File: config.mk
export PLATFORM = sky130hd
export DESIGN_NAME = pfx_ctrl
export DESIGN_NICKNAME = d
export VERILOG_FILES = /design/src/pfx_pkg.sv /design/src/pfx_ctrl.sv
export SDC_FILE = /design/constraint.sdc
export NUM_CORES = 1
export LEC_CHECK = 0
export ABC_AREA = 1
export BUFFER_PORTS_ARGS = -buffer_cell sky130_fd_sc_hd__clkbuf_2
export CAP_MARGIN = 20
export CORE_ASPECT_RATIO = 0.9
export CORE_MARGIN = 5
export CORE_UTILIZATION = 55
export CTS_CLUSTER_DIAMETER = 150
export DETAILED_ROUTE_END_ITERATION = 6
export GPL_ROUTABILITY_DRIVEN = 0
export PLACE_DENSITY = 0.84
export SYNTH_ARGS = -nofsm -noshare
export SYNTH_HDL_FRONTEND = slang
export SYNTH_SLANG_ARGS = --single-unit
File: constraint.sdc
create_clock -name clk -period 3.9 [get_ports clk]
set_clock_uncertainty 0.05 [all_clocks]
set_input_delay 0 -clock clk [delete_from_list [all_inputs] [get_ports clk]]
set_output_delay 0 -clock clk [all_outputs]
set_load 0.005 [all_outputs]
File: src/pfx_pkg.sv
// ----------------------------------------------------------------------------
// pfx_pkg
// Shared types, character codes and status codes of the postfix evaluator.
// ----------------------------------------------------------------------------
package pfx_pkg;

  // Fixed field widths
  localparam int VAL_W    = 48;
  localparam int HALF_W   = VAL_W / 2;
  localparam int PROD_W   = 2 * VAL_W;
  localparam int CHAR_W   = 8;
  localparam int DIGIT_W  = 4;
  localparam int STATUS_W = 3;
  localparam int SEL_W    = 2;

  // Saturation limits of a stack entry
  localparam logic [VAL_W-1:0] VAL_MAX = {1'b0, {(VAL_W-1){1'b1}}};
  localparam logic [VAL_W-1:0] VAL_MIN = {1'b1, {(VAL_W-1){1'b0}}};

  // ASCII codes
  localparam logic [CHAR_W-1:0] CH_ZERO  = 8'h30;
  localparam logic [CHAR_W-1:0] CH_NINE  = 8'h39;
  localparam logic [CHAR_W-1:0] CH_PLUS  = 8'h2B;
  localparam logic [CHAR_W-1:0] CH_MINUS = 8'h2D;
  localparam logic [CHAR_W-1:0] CH_STAR  = 8'h2A;
  localparam logic [CHAR_W-1:0] CH_SLASH = 8'h2F;

  // Result status codes
  typedef enum logic [STATUS_W-1:0] {
    ST_OK    = 3'd0,
    ST_UNDER = 3'd1,
    ST_FULL  = 3'd2,
    ST_DIVZ  = 3'd3,
    ST_SAT   = 3'd4,
    ST_EMPTY = 3'd5
  } status_t;

  // Arithmetic operations
  typedef enum logic [1:0] {
    OP_ADD,
    OP_SUB,
    OP_MUL,
    OP_DIV
  } op_t;

  // Controller to datapath commands
  typedef struct packed {
    logic               push;
    logic [DIGIT_W-1:0] digit;
    logic               note_full;
    logic               note_under;
    logic               rd_en;
    logic               load;
    logic               pop_zero;
    logic               add_res;
    op_t                op;
    logic               mul_pp;
    logic               mul_acc;
    logic [SEL_W-1:0]   mul_sel;
    logic               div_step;
    logic               wrap;
    logic               emit;
  } dp_cmd_t;

  // Datapath to controller status
  typedef struct packed {
    logic full;
    logic under;
    logic t_zero;
    logic out_free;
  } dp_stat_t;

  // Magnitude of a signed entry (the most negative value maps to 2^(VAL_W-1))
  function automatic logic [VAL_W-1:0] mag(input logic [VAL_W-1:0] v);
    return v[VAL_W-1] ? (~v + 1'b1) : v;
  endfunction

endpackage

File: src/pfx_ctrl.sv
// ----------------------------------------------------------------------------
// pfx_ctrl
// Sequencer: takes one character item, steps the datapath through the push,
// operand fetch, arithmetic and result emission.
// ----------------------------------------------------------------------------
module pfx_ctrl #(
  parameter int FRAC_BITS = 16
) (
  input  logic                       clk,
  input  logic                       rst_n,
  input  logic                       in_tvalid,
  output logic                       in_tready,
  input  logic [pfx_pkg::CHAR_W-1:0] in_char,
  input  logic                       in_last,
  output pfx_pkg::dp_cmd_t           cmd,
  input  pfx_pkg::dp_stat_t          stat
);

  localparam int DW = pfx_pkg::VAL_W + FRAC_BITS;
  localparam int CW = $clog2(DW + 1);
  localparam logic [CW-1:0] MUL_LAST = CW'(4);
  localparam logic [CW-1:0] DIV_LAST = CW'(DW - 1);

  typedef enum logic [2:0] {
    S_IDLE,
    S_DECODE,
    S_FETCH,
    S_ADDSUB,
    S_MUL,
    S_DIV,
    S_WRAP,
    S_FINISH
  } state_t;

  state_t                     state_r, state_nxt;
  logic [pfx_pkg::CHAR_W-1:0] char_r, char_nxt;
  logic                       last_r, last_nxt;
  pfx_pkg::op_t               op_r, op_nxt;
  logic [CW-1:0]              cnt_r, cnt_nxt;
  logic [pfx_pkg::CHAR_W-1:0] digit_full;

  assign digit_full = char_r - pfx_pkg::CH_ZERO;
  assign in_tready  = (state_r == S_IDLE);

  // Next state and datapath commands
  always_comb begin
    state_nxt = state_r;
    char_nxt  = char_r;
    last_nxt  = last_r;
    op_nxt    = op_r;
    cnt_nxt   = cnt_r;
    cmd       = '0;
    cmd.op    = op_r;
    cmd.digit = digit_full[pfx_pkg::DIGIT_W-1:0];
    case (state_r)
      S_IDLE: begin
        if (in_tvalid) begin
          char_nxt  = in_char;
          last_nxt  = in_last;
          state_nxt = S_DECODE;
        end
      end
      S_DECODE: begin
        state_nxt = S_FINISH;
        case (char_r) inside
          [pfx_pkg::CH_ZERO:pfx_pkg::CH_NINE]: begin
            if (stat.full) begin
              cmd.note_full = 1'b1;
            end else begin
              cmd.push = 1'b1;
            end
          end
          pfx_pkg::CH_PLUS, pfx_pkg::CH_MINUS, pfx_pkg::CH_STAR, pfx_pkg::CH_SLASH: begin
            case (char_r)
              pfx_pkg::CH_PLUS:  op_nxt = pfx_pkg::OP_ADD;
              pfx_pkg::CH_MINUS: op_nxt = pfx_pkg::OP_SUB;
              pfx_pkg::CH_STAR:  op_nxt = pfx_pkg::OP_MUL;
              default:           op_nxt = pfx_pkg::OP_DIV;
            endcase
            if (stat.under) begin
              cmd.note_under = 1'b1;
            end else begin
              cmd.rd_en = 1'b1;
              state_nxt = S_FETCH;
            end
          end
          default: begin
            state_nxt = S_FINISH;
          end
        endcase
      end
      S_FETCH: begin
        cmd.load = 1'b1;
        cnt_nxt  = '0;
        case (op_r)
          pfx_pkg::OP_ADD, pfx_pkg::OP_SUB: state_nxt = S_ADDSUB;
          pfx_pkg::OP_MUL:                  state_nxt = S_MUL;
          default: begin
            if (stat.t_zero) begin
              cmd.pop_zero = 1'b1;
              state_nxt    = S_FINISH;
            end else begin
              state_nxt = S_DIV;
            end
          end
        endcase
      end
      S_ADDSUB: begin
        cmd.add_res = 1'b1;
        state_nxt   = S_FINISH;
      end
      S_MUL: begin
        // Partial product issue overlaps the accumulation of the previous one
        cmd.mul_pp  = (cnt_r != MUL_LAST);
        cmd.mul_acc = (cnt_r != '0);
        cmd.mul_sel = cnt_r[pfx_pkg::SEL_W-1:0];
        cnt_nxt     = cnt_r + 1'b1;
        if (cnt_r == MUL_LAST) begin
          state_nxt = S_WRAP;
        end
      end
      S_DIV: begin
        cmd.div_step = 1'b1;
        cnt_nxt      = cnt_r + 1'b1;
        if (cnt_r == DIV_LAST) begin
          state_nxt = S_WRAP;
        end
      end
      S_WRAP: begin
        cmd.wrap  = 1'b1;
        state_nxt = S_FINISH;
      end
      S_FINISH: begin
        if (!last_r) begin
          state_nxt = S_IDLE;
        end else if (stat.out_free) begin
          cmd.emit  = 1'b1;
          state_nxt = S_IDLE;
        end
      end
      default: begin
        state_nxt = S_IDLE;
      end
    endcase
  end

  // State and sequencing registers
  always_ff @(posedge clk) begin
    if (!rst_n) begin
      state_r <= S_IDLE;
      cnt_r   <= '0;
    end else begin
      state_r <= state_nxt;
      cnt_r   <= cnt_nxt;
    end
    char_r <= char_nxt;
    last_r <= last_nxt;
    op_r   <= op_nxt;
  end

endmodule

==> results of run 1 <==
==> repair_timing <==
item	4_1_cts	5_1_grt
hold buffers	10	0
hold endpoints to repair	12	0
resized for setup	0	0
==> per-stage QoR <==
stage	instance area, um^2	setup slack (ns)	util	hold slack [ns]	power [mW]
after floorplan	1270	2.20	-	-0.0189	0.577
after global placement	1440	2.00	0.660	0.126	0.636
after detailed placement	1440	1.94	0.660	0.129	0.648
after CTS	1570	1.93	0.720	0.00851	0.768
after global routing	1580	2.04	0.722	0.103	0.836
final	1580	2.15	0.722	0.103	0.786
==> cell type report <==
type / instances / area (um^2) / area share
Sequential cell: 21 / 531 / 0.337
Inverter: 30 / 113 / 0.0715
Timing Repair Buffer: 47 / 285 / 0.181
Clock inverter: 1 / 7.51 / 0.00477
Clock buffer: 3 / 22.5 / 0.0143
Tap cell: 27 / 33.8 / 0.0214
Multi-Input combinational cell: 101 / 583 / 0.370
==> cell families after synthesis <==
family / share of synthesized area
buffers and inverters: 0.121
AOI/OAI and AO/OA: 0.139
and+or+nand+nor: 0.301
DFF: 0.419
adders and majority gates: 0.0197
==> flip-flops by register name, summed over array words and instances, names as in the netlist <==
register and flops:
char_r 8, cnt_r 7, last_r 1, op_r 2, state_r 3
==> worst paths after layout <==
path / end / slack [ns]
worst max-delay path: char_r[4]$_DFFE_PP_ / 2.15
worst min-delay path: char_r[2]$_DFFE_PP_ / 0.10
worst max register to register: char_r[4]$_DFFE_PP_ / 2.15
worst min register to register: cnt_r[6]$_SDFFE_PN0P_ / 0.45
==> where the power goes <==
| group | internal [mW] | switching (mW) | leakage [nW] |
|---|---|---|---|
| clock network | 0.0392 | 0.0756 | 0.0139 |
| logic | 0.127 | 0.218 | 0.503 |
| registers | 0.278 | 0.0468 | 0.188 |
==> tightest hold or removal path, cell delays in order <==
cell and delay, ns:
clkbuf_2 0.09, inv_1 0.09, nor3_1 0.11
==> placed cells by master (no fill, tap or decap), types with 4 or more instances in the layout <==
master	count
nor3_1	4
o21ai_0	6
nand3_1	8
edfxtp_1	11
dfxtp_1	10
clkbuf_2	37
nor2_1	18
nand2_1	29
dlygate4sd3_1	10
inv_1	24
a21oi_1	11
==> routing by layer <==
| layer | vias to the layer above | track usage | share of wire |
|---|---|---|---|
| met1 | 582 | 0.213 | 0.37 |
| li1 | 607 | - | - |
| met4 | 0 | 0.111 | 0.025 |
| met2 | 57 | 0.342 | 0.53 |
| met3 | 10 | 0.0676 | 0.082 |
| met5 | - | 0 | 0 |
==> metrics.md, run 1 <==
| Metric | Value |
|---|---|
| Min Tclk post-route | `around 1.7 ns` |
| Antenna violations before repair | `0` |
| Count leader, synth | `nand2_1` |
| Fmax | `572 MHz` |
| Inserted Clock Buffers | `3` |
| # rows | `16` |
| RSZ-0062 raised after global routing | `false` |
| CP Max Fanout | `9` |
| Hold Path Class | `in -> reg` |
| Setup Fix Bufs, Post-CTS | `0` |
| Total Die Area | `0.00337 mm^2` |
| Mean post-synth cell area | `approximately 8.1 um^2` |
| Vias in the first global route | `1264` |
| Hold Fails Final Rpt | `0` |
| Drt first-iter violations | `71` |
| Final worst path period share | `0.449` |
| Critical path's slowest cell | `dfxtp_1` |
| Worst Path Arrival | `about 1.7 ns` |
| Share of layout cells above drive strength 1 | `0.291` |
| Setup Viol. Count Final | `0` |
| Hold Startpoint | `in_tvalid` |
| Seq cells post-synth | `21` |
| Max clock buf depth | `2` |
| Worst-Margin Slew | `0.561 ns` |
| Largest net degree at the start of global routing | `14` |
| Yosys top cell by area | `edfxtp_1` |
| First-pass GRT wire length | `5250 um` |
| Mapped Cells | `157` |
| Number of filler cells placed in the layout | `around 170` |
| Port buffer count | `36` |
| Layout Cells excl Fill | `230` |
| Synth area leaders | `edfxtp_1 (26%), dfxtp_1 (16%), nand2_1 (8.6%)` |
| Critical Path Max Stage Delay | `0.46 ns` |
| Crit start category | `flop` |
| Top-area cell type share of the netlist area | `0.261` |
| # diodes | `0` |
| Core area | `0.00218 mm^2` |
| Starting Density | `0.581` |
| Synth Warn # | `0` |
| Routed WL per cell | `14.4 um` |
| Routed vias/inst | `5.46` |
| Post-Syn Area | `~0.0013 mm^2` |
| Worst Path Required | `slightly below 4 ns` |
| Crit end category | `flop` |
| VDD IR max | `447 uV` |
| Number of synthesized flops with an enable pin | `11` |
| DR pass1 iterations | `4` |
| Root buffer cell | `clkbuf_4` |
| Share of flip-flops with an asynchronous set or reset | `0` |
| # clock sinks | `21` |
| Die Width | `60.6 um` |
| IO Pins | `37` |
| Setup_tns | `0 ns` |
| Max Slew Vio Count | `0` |
| Skew-Pair Late Insertion Delay | `0.32 ns` |
| Critical path class | `reg -> reg` |
| Hpwl dp | `2220 um` |
| Total global-route track usage | `0.203` |
| CP Cell Sequence | `nor2_4 -> inv_2 -> nor3_1 -> clkbuf_2` |
| R2R Path Start | `state_r[2]$_SDFFE_PN0P_` |
| Routed vias | `1256` |
| PwrDens | `approximately 500 mW/mm^2` |
| CP startpoint | `state_r[2]$_SDFFE_PN0P_` |
| Synth Net Count | `175` |
| ANT nets after route | `0` |
| Cell family with most CP delay | `simple AND/OR/NAND/NOR gates` |
| Clock transition at path regs | `0.13 ns` |
| Worst Path Buf+Inv | `2` |
| Top FF cell, synth | `edfxtp_1` |
| H-tree depth | `1` |
| Pleak | `0.705 nW` |
| Worst path depth | `4` |
| DRC | `0` |
| Hold Path Cell Cnt | `3` |
| # Max-Cap Violations | `0` |
| Reg2reg path depth | `4` |
| Final nets | `between 200 and 250` |
| Seq/Total Area, Yosys | `0.419` |
| Die Y | `about 56 um` |
| Max_slew headroom | `0.623` |
| Post-synthesis cell type count | `28` |
| Grt total ovfl | `0` |
| Status | `completed` |
| Placed Cells | `215` |
| Post-synth top cells | `nand2_1 (29), inv_1 (24), nor2_1 (18)` |
| Area grow syn2layout | `24.3%` |
| CTS tree | `built` |
| Routed WL | `3320 um` |
Note: power is estimated with default switching activity, not from simulation.
==> inputs of run 2 (changes only) <==
--- a/config.mk
+++ b/config.mk
@@ -10,11 +10,11 @@
 export CAP_MARGIN = 20
 export CORE_ASPECT_RATIO = 0.9
 export CORE_MARGIN = 5
-export CORE_UTILIZATION = 55
+export CORE_UTILIZATION = 51
 export CTS_CLUSTER_DIAMETER = 150
 export DETAILED_ROUTE_END_ITERATION = 6
 export GPL_ROUTABILITY_DRIVEN = 0
-export PLACE_DENSITY = 0.84
+export PLACE_DENSITY = 0.79
 export SYNTH_ARGS = -nofsm -noshare
 export SYNTH_HDL_FRONTEND = slang
 export SYNTH_SLANG_ARGS = --single-unit
==> constraint.sdc (replaced) <==
create_clock -name clk -period 1.61 [get_ports clk]
set_clock_uncertainty 0.05 [all_clocks]
set_input_delay 0 -clock clk [delete_from_list [all_inputs] [get_ports clk]]
set_output_delay 0 -clock clk [all_outputs]
set_load 0.005 [all_outputs]
==> run 2 against run 1 <==
Compared with the run above:
- register-to-register slack got worse by 2.0 ns
- final cell count grew 2.6%
- clock-buffer cell count did not move
- via count decreased by 2.2%
- first-iteration DRC count down 38%
- routed wire length decreased by 5.7%
- non-clock buffer count grew 5
- critical path depth rose by 4
- sequential share of layout area is 1.3 points lower
- largest cell class unchanged
==> metrics.md, run 2 (synthesis results as in run 1) <==
| Metric | Value |
|---|---|
| Critical path class | `reg -> out` |
| # rows | `17` |
| Hold path endpoint | `state_r[1]$_SDFFE_PN0P_` |
| R2r setup slk | `0.12 ns` |
| Met1 track demand over resource | `0.206` |
| Final nets | `227` |
| PwrDens | `1190 mW/mm^2` |
| H-tree depth | `1` |
| Crit start category | `flop` |
| Area grow syn2layout | `31.6%` |
| RSZ-0062 raised after global routing | `true` |
| Pre-CTS setup slack | `0.117 ns` |
| # Max-Cap Violations | `0` |
| DR pass1 iterations | `5` |
| Total global-route track usage | `0.167` |
| Worst Path Arrival | `1.56 ns` |
| Routed WL | `between 3000 and 4000 um` |
| Largest regs | `char_r x8, cnt_r x7, state_r x3` |
| M3 GR Usage | `0.0591` |
| Largest Register | `char_r` |
| CP Max Fanout | `4` |
| Grt total ovfl | `0` |
| Leading cell type in the layout, fill and taps excluded | `clkbuf_2` |
| Clock transition at path regs | `between 0.1 and 0.15 ns` |
| Share of layout cells above drive strength 1 | `0.394` |
| Root buffer cell | `clkbuf_4` |
| # diodes | `0` |
| Util after Layout | `0.688` |
| Largest net degree at the start of global routing | `13` |
| Hold Startpoint | `stat[0]` |
| Total Die Area | `0.00358 mm^2` |
| Port buffer count | `36` |
| Starting Density | `0.523` |
| Routed WL per cell | `13.3 um` |
| Max clock buf depth | `2` |
| Commonest cells after routing, fill and taps aside | `clkbuf_2 (32), nand2_1 (26), inv_1 (24), nor2_1 (13), edfxtp_1 (11)` |
| Worst Path Required | `about 1.6 ns` |
| Drt first-iter violations | `between 40 and 50` |
| Pleak | `0.748 nW` |
| Number of filler cells placed in the layout | `190` |
| Largest register FFs | `8` |
| CP startpoint | `char_r[1]$_DFFE_PP_` |
| Min Tclk post-route | `between 1.5 and 2 ns` |
| DRC | `0` |
| Reg2reg path depth | `8` |
| Antenna violations before repair | `0` |
| Setup Viol. Count Final | `0` |
| Routed vias | `1228` |
| Fmax | `a little over 600 MHz` |
| Skew-Pair Late Insertion Delay | `roughly 0.31 ns` |
| Met2 GRT Util | `0.284` |
| # clock sinks | `21` |
| Worst Slack Setup Final | `approximately 0.005 ns` |
| Vias in the first global route | `around 1.1k` |
| Routed vias/inst | `5.20` |
| Hold Path Cell Cnt | `4` |
| R2R Path Start | `cnt_r[0]$_SDFFE_PN0P_` |
| Max_slew headroom | `0.792` |
| Die Y | `57.3 um` |
| Worst-Margin Slew | `0.310 ns` |
| Die Width | `62.6 um` |
| Reg2reg end | `state_r[2]$_SDFFE_PN0P_` |
| IO Pins | `37` |
| Hpwl dp | `between 2000 and 2500 um` |
| VDD IR max | `1040 uV` |
| CTS tree | `built` |
| Final worst path period share | `0.997` |
| Inserted Clock Buffers | `3` |
| Status | `completed` |
| Hold Fails Final Rpt | `0` |
| First-pass GRT wire length | `between 4000 and 5000 um` |
| Max Slew Vio Count | `0` |
| Crit end category | `output pin` |
| ANT nets after route | `0` |
| GR peak layer | `met2` |
| Hold Path Class | `in -> reg` |
| Core area | `0.00242 mm^2` |
==> run 2: changes by cell type in the layout (fill, tap and decap cells not counted), sizes merged <==
cell / previous run / this run
buf: 0 / 10
clkbuf: 40 / 35
clkinv: 3 / 4
clkinvlp: 1 / 0
==> run 2: power breakdown <==
part	switching [mW]	total (mW)	internal, mW	leakage (nW)
logic	0.554	0.918	0.364	0.540
clock network	0.171	0.264	0.0930	0.0177
registers	0.115	0.802	0.687	0.190
total	0.840	1.98	1.14	0.748
==> run 2: per-layer routing <==
| layer | routed length, um | share of wire |
|---|---|---|
| met3 | 206 | 0.066 |
| met4 | 31 | 0.0099 |
| met1 | 1280 | 0.41 |
| met2 | 1610 | 0.51 |
| met5 | 0 | 0 |
==> run 2: timing repair <==
action / CTS / global route
hold buffers: 10 / 0
endpoints found under the hold margin: 10 / 0
pin swaps: 0 / 7
buffers inserted: 1 / 4
gates resized for setup: 4 / 19
endpoints found under the setup margin: 5 / 8
==> run 2: worst max-delay path by stage <==
stage | endpoint | slack (ns) | depth (start not counted)
floorplan | char_r[0]$_DFFE_PP_ | 0.19 | 4
global placement | op_r[0]$_DFFE_PP_ | 0.18 | 4
detailed placement | state_r[2]$_SDFFE_PN0P_ | 0.12 | 9
CTS | cmd[12] | 0.002 | 7
global route | cmd[13] | -0.09 | 8
finish | cmd[12] | 0.005 | 8
==> run 2: area by class of cell <==
cell class,instances,area (um^2),area share
Clock buffer,3,22.5,0.0135
Sequential cell,21,539,0.323
Clock inverter,1,5.00,0.00300
Tap cell,28,35.0,0.0210
Timing Repair Buffer,52,325,0.195
Multi-Input combinational cell,101,628,0.377
Inverter,30,113,0.0675
==> run 2: stage by stage <==
step                      total power [mW]  instances  TNS, ns  hold slack [ns]  instance area, um^2
after floorplan                       1.40        157        0          -0.0189                 1270
after global placement                1.56        217        0            0.127                 1450
after detailed placement              1.61        217        0            0.129                 1450
after CTS                             1.90        232        0           0.0182                 1600
after global routing                  2.12        236   -0.273           0.0359                 1670
final                                 1.98        236        0           0.0284                 1670
==> run 2: worst max-delay path, cell delays in order, from the launching register on <==
cell and delay [ns]:
edfxtp_1 0.47, inv_1 0.08, nand2_1 0.08, nor2_2 0.14, o21ai_2 0.07, nand2_1 0.10, nand2_2 0.07, nor2_1 0.10
buf_2 0.12
